===== src/rtl/core/tsvf_pkg.sv =====
package tsvf_pkg;

  // Shared multiplier operand width
  localparam int unsigned MUL_W = 32;

  // Wide intermediate values saturate at +-2^61 state LSBs
  localparam int unsigned WIDE_W = 63;
  localparam int unsigned MAG_W  = 62;
  localparam logic signed [63:0] WIDE_LIM = 64'sd1 <<< 61;

  // Damping k carries 28 fraction bits
  localparam int unsigned DAMP_FRAC_BITS = 28;

  // Response codes carried on the input tuser
  localparam logic [1:0] MODE_LP = 2'd0;
  localparam logic [1:0] MODE_BP = 2'd1;

  // Register indexes of the configuration port
  typedef enum logic [1:0] {
    CFG_A1      = 2'd0,
    CFG_A2      = 2'd1,
    CFG_A3      = 2'd2,
    CFG_DAMPING = 2'd3
  } cfg_idx_e;

  // Sequencer steps
  typedef enum logic [2:0] {
    ST_IDLE,
    ST_PREP,
    ST_LO,
    ST_HI,
    ST_FIN,
    ST_ACC,
    ST_HP,
    ST_DONE
  } state_e;

  // Coefficient products in issue order
  typedef enum logic [2:0] {
    PR_A1_I1,
    PR_A2_V3,
    PR_A2_I1,
    PR_A3_V3,
    PR_K_V1
  } prod_e;

  // Clamp a wide sum to +-2^61
  function automatic logic signed [WIDE_W-1:0] sat_wide(input logic signed [63:0] v);
    logic signed [63:0] r;
    r = v;
    if (v > WIDE_LIM) begin
      r = WIDE_LIM;
    end else if (v < -WIDE_LIM) begin
      r = -WIDE_LIM;
    end
    return WIDE_W'(r);
  endfunction

endpackage


===== src/rtl/core/trapezoidal_state_variable_filter.sv =====
// Channel    Dir  Payload                                   Handshake
// s_axis     in   tdata: sample_in; tuser: mode             s_axis_tvalid / s_axis_tready
// m_axis     out  tdata: sample_out; tuser: clipped         m_axis_tvalid / m_axis_tready
// cfg        in   cfg_index_i, cfg_data_i                   cfg_valid_i / cfg_ready_o
//
// Each request runs five coefficient products through one shared 32x32 multiplier,
// each product going through operand prep, low half, high half and rounding, merge and
// cap, and accumulate, then one high-pass combine and one output/state update step.
// Reset clears the integrators, the coefficients and all handshake state.
// The result waits in an output register; a stalled result holds the last step
// until m_axis_tready frees the register. Configuration writes are always taken.
module trapezoidal_state_variable_filter #(
  parameter int unsigned SAMPLE_WIDTH   = 24,
  parameter int unsigned COEF_FRAC_BITS = 30,
  parameter int unsigned GUARD_BITS     = 8
) (
  input  logic                                    clk_i,
  input  logic                                    rst_ni,
  input  logic                                    cfg_valid_i,
  output logic                                    cfg_ready_o,
  input  tsvf_pkg::cfg_idx_e                      cfg_index_i,
  input  logic [31:0]                             cfg_data_i,
  input  logic                                    s_axis_tvalid,
  output logic                                    s_axis_tready,
  input  logic [((SAMPLE_WIDTH+7)/8)*8-1:0]       s_axis_tdata,   // sample_in
  input  logic [1:0]                              s_axis_tuser,   // mode
  output logic                                    m_axis_tvalid,
  input  logic                                    m_axis_tready,
  output logic [((SAMPLE_WIDTH+7)/8)*8-1:0]       m_axis_tdata,   // sample_out
  output logic [0:0]                              m_axis_tuser    // clipped
);
  import tsvf_pkg::*;

  localparam int unsigned DW  = ((SAMPLE_WIDTH + 7) / 8) * 8;
  localparam int unsigned STW = SAMPLE_WIDTH + GUARD_BITS;
  localparam int unsigned V3W = STW + 1;
  localparam int unsigned SH_COEF = MUL_W - COEF_FRAC_BITS;
  localparam int unsigned SH_DAMP = MUL_W - DAMP_FRAC_BITS;
  localparam logic signed [63:0] S_MAX = (64'sd1 <<< (STW - 1)) - 64'sd1;
  localparam logic signed [63:0] S_MIN = -S_MAX - 64'sd1;
  localparam logic signed [63:0] O_MAX = (64'sd1 <<< (SAMPLE_WIDTH - 1)) - 64'sd1;
  localparam logic signed [63:0] O_MIN = -O_MAX - 64'sd1;
  localparam logic signed [63:0] HALF  = 64'sd1 <<< (GUARD_BITS - 1);
  localparam logic [63:0] LIM_U  = 64'(WIDE_LIM);
  localparam logic [63:0] CAP_CO = LIM_U >> SH_COEF;
  localparam logic [63:0] CAP_DA = LIM_U >> SH_DAMP;

  // Configuration registers
  logic [30:0] a1_q, a2_q, a3_q;
  logic [31:0] k_q;

  // Control
  state_e state_q, state_d;
  prod_e  prod_q, prod_d;
  logic   out_valid_q, out_valid_d;

  // Filter state
  logic signed [STW-1:0] integ1_q, integ1_d, integ2_q, integ2_d;

  // Per-request datapath
  logic [1:0]               mode_q, mode_d;
  logic signed [STW-1:0]    xs_q, xs_d;
  logic signed [V3W-1:0]    v3_q, v3_d;
  logic signed [WIDE_W-1:0] v1_q, v1_d, v2_q, v2_d, h_q, h_d;
  logic [MAG_W-1:0]         mag_q, mag_d, r_q, r_d;
  logic                     neg_q, neg_d;
  logic [63:0]              plo_q, plo_d, phi_q, phi_d, rlo_q, rlo_d;
  logic [SAMPLE_WIDTH-1:0]  out_data_q, out_data_d;
  logic                     clip_q, clip_d;

  // Shared units
  logic [MUL_W-1:0]         mul_a, coef_sel;
  logic [63:0]              mul_p;
  logic signed [WIDE_W-1:0] op_sel, sa, sb, sat_res, pr;
  logic                     accept;

  assign cfg_ready_o   = 1'b1;
  assign s_axis_tready = (state_q == ST_IDLE);
  assign accept        = s_axis_tvalid && s_axis_tready;
  assign m_axis_tvalid = out_valid_q;
  assign m_axis_tdata  = DW'(out_data_q);
  assign m_axis_tuser  = clip_q;

  // Shared multiplier and saturating adder
  assign mul_p   = 64'(mul_a) * 64'(coef_sel);
  assign sat_res = sat_wide(64'(sa) + 64'(sb));
  assign pr      = $signed({1'b0, r_q});

  // Feed the low or the high half of the magnitude to the multiplier
  always_comb begin
    mul_a = mag_q[MUL_W-1:0];
    if (state_q == ST_HI) begin
      mul_a = MUL_W'(mag_q[MAG_W-1:MUL_W]);
    end
  end

  // Pick the operands of the shared adder
  always_comb begin
    sa = '0;
    sb = pr;
    unique case (state_q)
      ST_ACC: begin
        sb = neg_q ? -pr : pr;
        unique case (prod_q)
          PR_A1_I1: sa = '0;
          PR_A2_V3: sa = v1_q;
          PR_A2_I1: sa = WIDE_W'(integ2_q);
          PR_A3_V3: sa = v2_q;
          PR_K_V1: begin
            sa = WIDE_W'(xs_q);
            sb = neg_q ? pr : -pr;
          end
          default: sa = '0;
        endcase
      end
      ST_HP: begin
        sa = h_q;
        sb = -v2_q;
      end
      default: begin
        sa = '0;
        sb = pr;
      end
    endcase
  end

  // Pick operand and coefficient of the current product
  always_comb begin
    op_sel   = WIDE_W'(integ1_q);
    coef_sel = {1'b0, a1_q};
    unique case (prod_q)
      PR_A1_I1: begin
        op_sel   = WIDE_W'(integ1_q);
        coef_sel = {1'b0, a1_q};
      end
      PR_A2_V3: begin
        op_sel   = WIDE_W'(v3_q);
        coef_sel = {1'b0, a2_q};
      end
      PR_A2_I1: begin
        op_sel   = WIDE_W'(integ1_q);
        coef_sel = {1'b0, a2_q};
      end
      PR_A3_V3: begin
        op_sel   = WIDE_W'(v3_q);
        coef_sel = {1'b0, a3_q};
      end
      PR_K_V1: begin
        op_sel   = v1_q;
        coef_sel = k_q;
      end
      default: begin
        op_sel   = WIDE_W'(integ1_q);
        coef_sel = {1'b0, a1_q};
      end
    endcase
  end

  // Sequencer: next state and datapath updates
  always_comb begin
    logic [63:0]        sum_co, sum_da, r_full;
    logic signed [WIDE_W-1:0] y;
    logic signed [63:0] yr, q, t1, t2;

    state_d     = state_q;
    prod_d      = prod_q;
    out_valid_d = out_valid_q;
    integ1_d    = integ1_q;
    integ2_d    = integ2_q;
    mode_d      = mode_q;
    xs_d        = xs_q;
    v3_d        = v3_q;
    v1_d        = v1_q;
    v2_d        = v2_q;
    h_d         = h_q;
    mag_d       = mag_q;
    neg_d       = neg_q;
    plo_d       = plo_q;
    phi_d       = phi_q;
    rlo_d       = rlo_q;
    r_d         = r_q;
    out_data_d  = out_data_q;
    clip_d      = clip_q;
    sum_co      = (phi_q << SH_COEF) + rlo_q;
    sum_da      = (phi_q << SH_DAMP) + rlo_q;
    r_full      = '0;
    y           = h_q;
    yr          = '0;
    q           = '0;
    t1          = '0;
    t2          = '0;

    // Drop the result once taken
    if (m_axis_tready) begin
      out_valid_d = 1'b0;
    end

    unique case (state_q)
      ST_IDLE: begin
        if (accept) begin
          xs_d    = $signed({s_axis_tdata[SAMPLE_WIDTH-1:0], {GUARD_BITS{1'b0}}});
          v3_d    = V3W'(xs_d) - V3W'(integ2_q);
          mode_d  = s_axis_tuser;
          prod_d  = PR_A1_I1;
          state_d = ST_PREP;
        end
      end
      ST_PREP: begin
        // Split the operand into sign and magnitude
        neg_d   = op_sel[WIDE_W-1];
        mag_d   = neg_d ? MAG_W'(-op_sel) : MAG_W'(op_sel);
        state_d = ST_LO;
      end
      ST_LO: begin
        plo_d   = mul_p;
        state_d = ST_HI;
      end
      ST_HI: begin
        phi_d = mul_p;
        // Round the low partial product, halves up on the magnitude
        if (prod_q == PR_K_V1) begin
          rlo_d = (plo_q >> DAMP_FRAC_BITS) + 64'(plo_q[DAMP_FRAC_BITS-1]);
        end else begin
          rlo_d = (plo_q >> COEF_FRAC_BITS) + 64'(plo_q[COEF_FRAC_BITS-1]);
        end
        state_d = ST_FIN;
      end
      ST_FIN: begin
        // Merge partial products and cap the magnitude
        if (prod_q == PR_K_V1) begin
          r_full = (phi_q > CAP_DA || sum_da > LIM_U) ? LIM_U : sum_da;
        end else begin
          r_full = (phi_q > CAP_CO || sum_co > LIM_U) ? LIM_U : sum_co;
        end
        r_d     = MAG_W'(r_full);
        state_d = ST_ACC;
      end
      ST_ACC: begin
        unique case (prod_q)
          PR_A1_I1: begin
            v1_d   = sat_res;
            prod_d = PR_A2_V3;
          end
          PR_A2_V3: begin
            v1_d   = sat_res;
            prod_d = PR_A2_I1;
          end
          PR_A2_I1: begin
            v2_d   = sat_res;
            prod_d = PR_A3_V3;
          end
          PR_A3_V3: begin
            v2_d   = sat_res;
            prod_d = PR_K_V1;
          end
          PR_K_V1: begin
            h_d  = sat_res;
          end
          default: begin
            prod_d = prod_q;
          end
        endcase
        state_d = (prod_q == PR_K_V1) ? ST_HP : ST_PREP;
      end
      ST_HP: begin
        h_d     = sat_res;
        state_d = ST_DONE;
      end
      ST_DONE: begin
        // Hold until the output register is free
        if (!out_valid_q || m_axis_tready) begin
          case (mode_q)
            MODE_LP: y = v2_q;
            MODE_BP: y = v1_q;
            default: y = h_q;
          endcase
          yr = 64'(y) + HALF;
          q  = yr >>> GUARD_BITS;
          if (q > O_MAX) begin
            out_data_d = SAMPLE_WIDTH'(O_MAX);
            clip_d     = 1'b1;
          end else if (q < O_MIN) begin
            out_data_d = SAMPLE_WIDTH'(O_MIN);
            clip_d     = 1'b1;
          end else begin
            out_data_d = SAMPLE_WIDTH'(q);
            clip_d     = 1'b0;
          end
          // Advance the integrators
          t1 = (64'(v1_q) <<< 1) - 64'(integ1_q);
          t2 = (64'(v2_q) <<< 1) - 64'(integ2_q);
          if (t1 > S_MAX) begin
            integ1_d = STW'(S_MAX);
          end else if (t1 < S_MIN) begin
            integ1_d = STW'(S_MIN);
          end else begin
            integ1_d = STW'(t1);
          end
          if (t2 > S_MAX) begin
            integ2_d = STW'(S_MAX);
          end else if (t2 < S_MIN) begin
            integ2_d = STW'(S_MIN);
          end else begin
            integ2_d = STW'(t2);
          end
          out_valid_d = 1'b1;
          state_d     = ST_IDLE;
        end
      end
      default: begin
        state_d = ST_IDLE;
      end
    endcase
  end

  // Control, filter state and configuration registers
  always_ff @(posedge clk_i or negedge rst_ni) begin
    if (!rst_ni) begin
      state_q     <= ST_IDLE;
      prod_q      <= PR_A1_I1;
      out_valid_q <= 1'b0;
      integ1_q    <= '0;
      integ2_q    <= '0;
      a1_q        <= '0;
      a2_q        <= '0;
      a3_q        <= '0;
      k_q         <= '0;
    end else begin
      state_q     <= state_d;
      prod_q      <= prod_d;
      out_valid_q <= out_valid_d;
      integ1_q    <= integ1_d;
      integ2_q    <= integ2_d;
      if (cfg_valid_i && cfg_ready_o) begin
        unique case (cfg_index_i)
          CFG_A1:      a1_q <= cfg_data_i[30:0];
          CFG_A2:      a2_q <= cfg_data_i[30:0];
          CFG_A3:      a3_q <= cfg_data_i[30:0];
          CFG_DAMPING: k_q  <= cfg_data_i;
          default:     k_q  <= k_q;
        endcase
      end
    end
  end

  // Datapath registers
  always_ff @(posedge clk_i) begin
    mode_q     <= mode_d;
    xs_q       <= xs_d;
    v3_q       <= v3_d;
    v1_q       <= v1_d;
    v2_q       <= v2_d;
    h_q        <= h_d;
    mag_q      <= mag_d;
    neg_q      <= neg_d;
    plo_q      <= plo_d;
    phi_q      <= phi_d;
    rlo_q      <= rlo_d;
    r_q        <= r_d;
    out_data_q <= out_data_d;
    clip_q     <= clip_d;
  end

endmodule

===== config.mk =====
export PLATFORM = sky130hd
export DESIGN_NAME = trapezoidal_state_variable_filter
export DESIGN_NICKNAME = d
export VERILOG_FILES = /design/src/rtl/core/tsvf_pkg.sv /design/src/rtl/core/trapezoidal_state_variable_filter.sv
export SDC_FILE = /design/constraint.sdc
export NUM_CORES = 2
export LEC_CHECK = 0
export ABC_AREA = 0
export BUFFER_PORTS_ARGS = -buffer_cell sky130_fd_sc_hd__buf_4
export CAP_MARGIN = 10
export CELL_PAD_IN_SITES_DETAIL_PLACEMENT = 1
export CELL_PAD_IN_SITES_GLOBAL_PLACEMENT = 1
export CORE_MARGIN = 4
export CORE_UTILIZATION = 55
export DETAILED_ROUTE_END_ITERATION = 6
export GPL_ROUTABILITY_DRIVEN = 0
export PLACE_DENSITY_LB_ADDON = 0.15
export SLEW_MARGIN = 20
export SYNTH_ARGS = -nofsm -noshare
export SYNTH_HDL_FRONTEND = slang
export SYNTH_SLANG_ARGS = --single-unit

===== constraint.sdc =====
create_clock -name clk_i -period 23 [get_ports clk_i]
set_input_delay 4.6 -clock clk_i [delete_from_list [all_inputs] [get_ports clk_i]]
set_output_delay 4.6 -clock clk_i [all_outputs]
set_load 0.02 [all_outputs]

==> Yosys cells after proc, flatten, opt, wreduce, memory -nomap -nowiden <==
Cells that the tools add are included.
{ "word_totals": {"register_bits": 786, "output_inout_bits": 28, "wordCells": 130} }
{ "op_classes": {"add_sub_neg": 12, "n_mul": 1, "magnitude_cmp": 12, "n_eq_ne": 19, "mux": 37, "n_reduce_logical": 26} }
{ "ops": {"columns": ["cell", "n"], "rows": [
  ["63-bit case mux with 2 select lines", 5],
  ["63-bit two-way mux", 8],
  ["63-bit case mux with 4 select lines", 1],
  ["62-bit two-way mux", 4],
  ["32-bit two-way mux", 5],
  ["64-bit adder", 2],
  ["64-bit by 32-bit greater-than comparator with 1-bit output (second input constant)", 2],
  ["64-bit by 62-bit greater-than comparator with 1-bit output (second input constant)", 2],
  ["64-bit by 32-bit less-than comparator with 1-bit output (second input constant)", 2],
  ["64-bit by 32-bit subtractor with 64-bit output", 2],
  ["32-bit case mux with 3 select lines", 1],
  ["63-bit by 63-bit adder with 64-bit output", 1],
  ["63-bit by 9-bit adder with 64-bit output (second input constant)", 1],
  ["64-bit by 58-bit greater-than comparator with 1-bit output (second input constant)", 1],
  ["64-bit by 60-bit greater-than comparator with 1-bit output (second input constant)", 1],
  ["64-bit by 63-bit greater-than comparator with 1-bit output (second input constant)", 1],
  ["64-bit by 62-bit less-than comparator with 1-bit output (second input constant)", 1],
  ["32-bit by 32-bit multiplier with 64-bit output", 1],
  ["62-bit negation with 63-bit output", 1],
  ["63-bit negation", 1],
  ["62-bit negation", 1],
  ["56-bit by 24-bit greater-than comparator with 1-bit output (second input constant)", 1],
  ["56-bit by 24-bit less-than comparator with 1-bit output (second input constant)", 1],
  ["36-bit by 1-bit adder with 37-bit output", 1],
  ["other kinds (26)", 60]
]} }

==> Longest topological paths before layout <==
{ "logic_depth": {"word_depth": 10, "depth_mapped": 41, "depth_no_buf": 34} }

==> Worst setup path before layout <==
Ideal clock, no wire load.
{ "synth_path": {"kind": "register to register", "start": "register state_q[1]", "end": "register phi_q[61] (data pin)", "arrival_ps": 11151, "setup_slack_ps": 11581, "path_stages_with_launch": 35, "path_buffers": 3, "synth_period_minus_slack_ps": 11419, "cell_sequence": "dfrtp_1 > clkbuf_1 > nand3b_1 > inv_1 > clkbuf_1 > nand2_1 > nand2_1 > clkbuf_1 > nand2_1 > fa_1 > inv_1 > fa_1 > fa_1 > inv_1 > fa_1 > inv_1 > fa_1 > fa_1 > fa_1 > inv_1 > fa_1 > inv_1 > ha_1 > inv_1 > o31ai_1 > and3_1 > o311ai_0 > a31o_2 > o2111ai_1 > nand3b_1 > and4_1 > a2111oi_0 > and2_1 > a311oi_1 > xnor2_1"} }
{ "synth_via": {"elab_chain_cells": 3} }
{ "synth_rtl": {"columns": ["item", "line_no", "source"], "rows": [
  ["start, declared", "trapezoidal_state_variable_filter.sv:53", "state_e state_q, state_d;"],
  ["start signal, assigned", "trapezoidal_state_variable_filter.sv:329", "state_q <= state_d;"],
  ["3-bit by 2-bit equality test with 1-bit output", "trapezoidal_state_variable_filter.sv:92", "if (state_q == ST_HI) begin"],
  ["32-bit two-way mux", "trapezoidal_state_variable_filter.sv:92", null],
  ["32-bit by 32-bit multiplier with 64-bit output", "trapezoidal_state_variable_filter.sv:85", "assign mul_p = 64'(mul_a) * 64'(coef_sel);"],
  ["net mul_p[61]", "trapezoidal_state_variable_filter.sv:73", "logic [63:0] mul_p;"],
  ["end signal, assigned", "trapezoidal_state_variable_filter.sv:357", "phi_q <= phi_d;"],
  ["end, declared", "trapezoidal_state_variable_filter.sv:67", "logic [63:0] plo_q, plo_d, phi_q, phi_d, rlo_q, rlo_d;"]
]} }
The timed path passes the listed nets, and every way through them passes these cells.
A chain may end at the register's enable or synchronous reset.

==> Final worst setup path <==
{ "layout_path": {"start": "register prod_q[2]", "end": "register phi_q[63] (data pin)"} }
{ "layout_via": {"elab_chain_cells": 4, "elab_cells_between_ends": 7, "cone_classes": "mul (1); eq/ne (4); mux (1); reduce/logical (1)"} }
{ "layout_rtl": {"columns": ["item", "line_no", "source"], "rows": [
  ["start, declared", "trapezoidal_state_variable_filter.sv:54", "prod_e prod_q, prod_d;"],
  ["start signal, assigned", "trapezoidal_state_variable_filter.sv:330", "prod_q <= prod_d;"],
  ["3-bit by 2-bit equality test with 1-bit output or 3-bit by 1-bit equality test with 1-bit output (tied branches)", "trapezoidal_state_variable_filter.sv:131", "unique case (prod_q)"],
  ["2-bit OR reduction (no line)", null, null],
  ["32-bit case mux with 3 select lines *", "trapezoidal_state_variable_filter.sv:131", null],
  ["32-bit by 32-bit multiplier with 64-bit output *", "trapezoidal_state_variable_filter.sv:85", null],
  ["net mul_p[63]", "trapezoidal_state_variable_filter.sv:73", null]
]} }
The timed path passes the listed nets; every way through them passes the cells marked *.

==> results_dict.tcl <==
set metrics [dict create \
    pre_cts_ws_ns 10.70 \
    ios 93 \
    seqCellArea_um2 21000 \
    slowest_stage "a221o_1" \
    post_cts_buffers 0 \
    fin_skew_ns 0.0588 \
    portBuffers 91 \
    cp.arrival_ns 13.08 \
    worst_setup_path_end_kind "flop" \
    clk_latency_ns 0.76 \
    area_growth_pct 6.41 \
    maxCapViolations 0 \
    grt_max_degree 78 \
    regToRegSetupSlack_ns 10.45 \
    rsz0062_at_grt "false" \
    syn_nets 12100 \
    synth.avg_cell_area_um2 8.66 \
    crit_path_start_kind "flop" \
    synth-seq-cells 732 \
    path_max_fanout 49 \
    cp.depth 31 \
    hold_buffers 0 \
    yosys_warnings 0 \
    crit_end "phi_q[63]" \
    fillers 19300 \
    routed_wl_um 403000 \
    wire_per_inst_um 31.7 \
    num_rows 149 \
    grt_use_total_pct 45.6 \
    setup_ws_ns 10.45 \
    cts_tree "yes" \
    violations "DRC" \
    vias 88900 \
    final_layout_size_suffix_gt1_share_pct 7.32 \
    final_util_pct 59.1 \
    grt_pass1_wl_um 596000 \
    worst_pin_slew_ns 1.30 \
    antenna_found_initial 41 \
    first_global_vias 93100 \
    die-area_um2 174000 \
    grt_overflow_total 0 \
    cp.required_ns 23.53 \
    period_share_pct 54.6 \
    synthFlopType "edfxtp_1" \
    hold_slack_ns 0.515 \
    detail-route-antenna-nets 0 \
    finalSetupViolCount 0 \
    start_util_pct 55.6 \
    path_common_cell "fa_1" \
    report.final.hold_viol_count 0 \
    cts.sinks 732 \
    ctsResizeCount 0 \
    synth-edff-count 536 \
    slew_viol_final 0 \
    fmax_mhz 79.7 \
    slowest_delay_ns 0.97 \
    synth-seq-area-share_pct 22.8 \
    netlist_instances 10600 \
    crit_type "reg -> reg" \
    r2r_end "phi_q[63]" \
    maxSlewHeadroom_pct 13.0 \
    hp-class "reg -> reg" \
    ys_types 115 \
    r2r-start "prod_q[2]" \
    cts.clk_slew.worst_paths_ns 0.06 \
    vias_per_cell 6.99 \
    multiInputGateArea_um2 65100 \
    cts_buffer_depth 3 \
    hpwl_um 308000 \
    numCtsBuffers 86 \
    die_y_um 417 \
    tns_ns 0 \
    core_um2 166000 \
    startpoint "prod_q[2]" \
    reg2regPathDepth 31 \
    drc 15 \
    finalCriticalPeriod_ns 12.55 \
    final_nets 11900 \
    path_delay_family "adder cells" \
    firstDrtPassIters 6 \
    status "complete, but fails checks" \
    syn_area_um2 92000 \
    root_buffer "clkbuf_16" \
    cp_num_buf_inv 7 \
    async_flop_share_pct 26.8 \
    drt_iter0_markers 11000 \
    dieWidth_um 417 \
    ctsHtreeMaxLevel 3 \
]
==> through the flow <==
step / cell area [um2] / cells
CTS: 97800 / 12700
global route: 97800 / 12700
detailed placement: 94900 / 12500
finish: 97900 / 12700
floorplan: 92000 / 10600
global placement: 94900 / 12500
==> cells in the mapped netlist (all sizes together), types with 29 or more instances <==
cell	n	area, um2
nand2b	78	488
nand4	151	951
o211ai	53	398
inv	1115	4190
nor3	196	986
or4	39	308
o21a	75	563
a211oi	73	576
nand3	197	1000
fa	901	18000
ha	551	6890
a21o	165	1240
dfrtp	196	4900
a221o	43	430
o221ai	41	359
a22o	32	282
and2	58	364
o22ai	62	388
and3	80	502
o31ai	64	480
nor3b	29	218
clkbuf	482	1860
nor2b	52	325
nor2	1196	4490
xnor2	314	2750
mux2i	133	1340
edfxtp	536	16100
o21bai	57	428
o21ai	529	2670
a22oi	69	518
nand2	1266	4750
buf	71	434
or3	80	500
nor4	110	746
a31oi	61	382
a221oi	103	902
xor2	219	1920
mux2	179	2020
a21oi	587	3010
==> worst reg2reg max path: cells and delay by family (launching register included) <==
kind,cells,cell delay [ns]
flip-flops,1,0.92
adder cells (fa/ha/maj),9,4.52
AND/OR/NAND/NOR,7,2.58
buffers and inverters,7,1.07
XOR/XNOR,1,0.26
AO/OA/AOI/OAI,7,3.00
==> logic make-up (layout without fill, tap and decap cells) <==
family / after synthesis / count (layout) / synth area share [%]
simple gates: 3663 / 3663 / 18.1
other cells: 1 / 40 / 0.00408
compound gates: 2264 / 2264 / 16.2
mux: 312 / 312 / 3.65
xor+xnor: 533 / 533 / 5.07
buf+inv: 1669 / 1524 / 7.05
fa+ha+maj: 1452 / 1452 / 27.1
flops: 732 / 732 / 22.8
==> cells in the final DEF (no fill, tap or decap), drive strengths merged, types with 43 or more instances in the layout <==
cell type,count
a211oi,73
a21o,165
a21oi,587
a221o,43
a221oi,103
a22oi,69
a31oi,61
and2,58
and3,80
buf,248
clkbuf,118
dfrtp,196
edfxtp,536
fa,901
ha,551
inv,1123
mux2,179
mux2i,133
nand2,1266
nand2b,78
nand3,197
nand4,151
nor2,1196
nor2b,52
nor3,196
nor4,110
o211ai,53
o21a,75
o21ai,529
o21bai,57
o22ai,62
o31ai,64
or3,80
xnor2,314
xor2,219
==> layer usage <==
layer	wire, um	GRT usage (%)
met1	142000	54.5
met2	174000	68.6
met3	52300	16.7
met4	34700	31.6
met5	200	0
==> layout make-up <==
class                   instances  area share [%]
flip-flops and latches        732            21.5
inverters                    1116            4.28
clock buffers                 117            2.42
repair buffers                249            1.92
clock inverters                42           0.506
diodes                         39          0.0997
well taps                    2189            2.80
multi-input cells            8225            66.5
==> flip-flops by register name (all words and copies together) (netlist names), 33 cells and up <==
signal	cells
v3_q	33
plo_q	37
rlo_q	37
v2_q	63
mag_q	62
phi_q	64
v1_q	63
r_q	62
h_q	63
==> how the worst min path moves through the flow <==
| stage | startpoint | endpoint | slack, ns | cells after the start |
|---|---|---|---|---|
| 2_1_floorplan | a3_q[29] | a3_q[29] | 0.48 | 1 |
| 3_3_place_gp | a3_q[20] | a3_q[20] | 0.49 | 1 |
| 3_5_place_dp | a3_q[17] | a3_q[17] | 0.49 | 1 |
| 4_1_cts | a2_q[24] | a2_q[24] | 0.51 | 1 |
| 5_1_grt | a3_q[17] | a3_q[17] | 0.53 | 1 |
| 6_report | a2_q[24] | a2_q[24] | 0.51 | 1 |
Power is left out: the tool's default activity adds up to more than one toggle a clock period on the data nets, which glitch-free logic cannot reach.
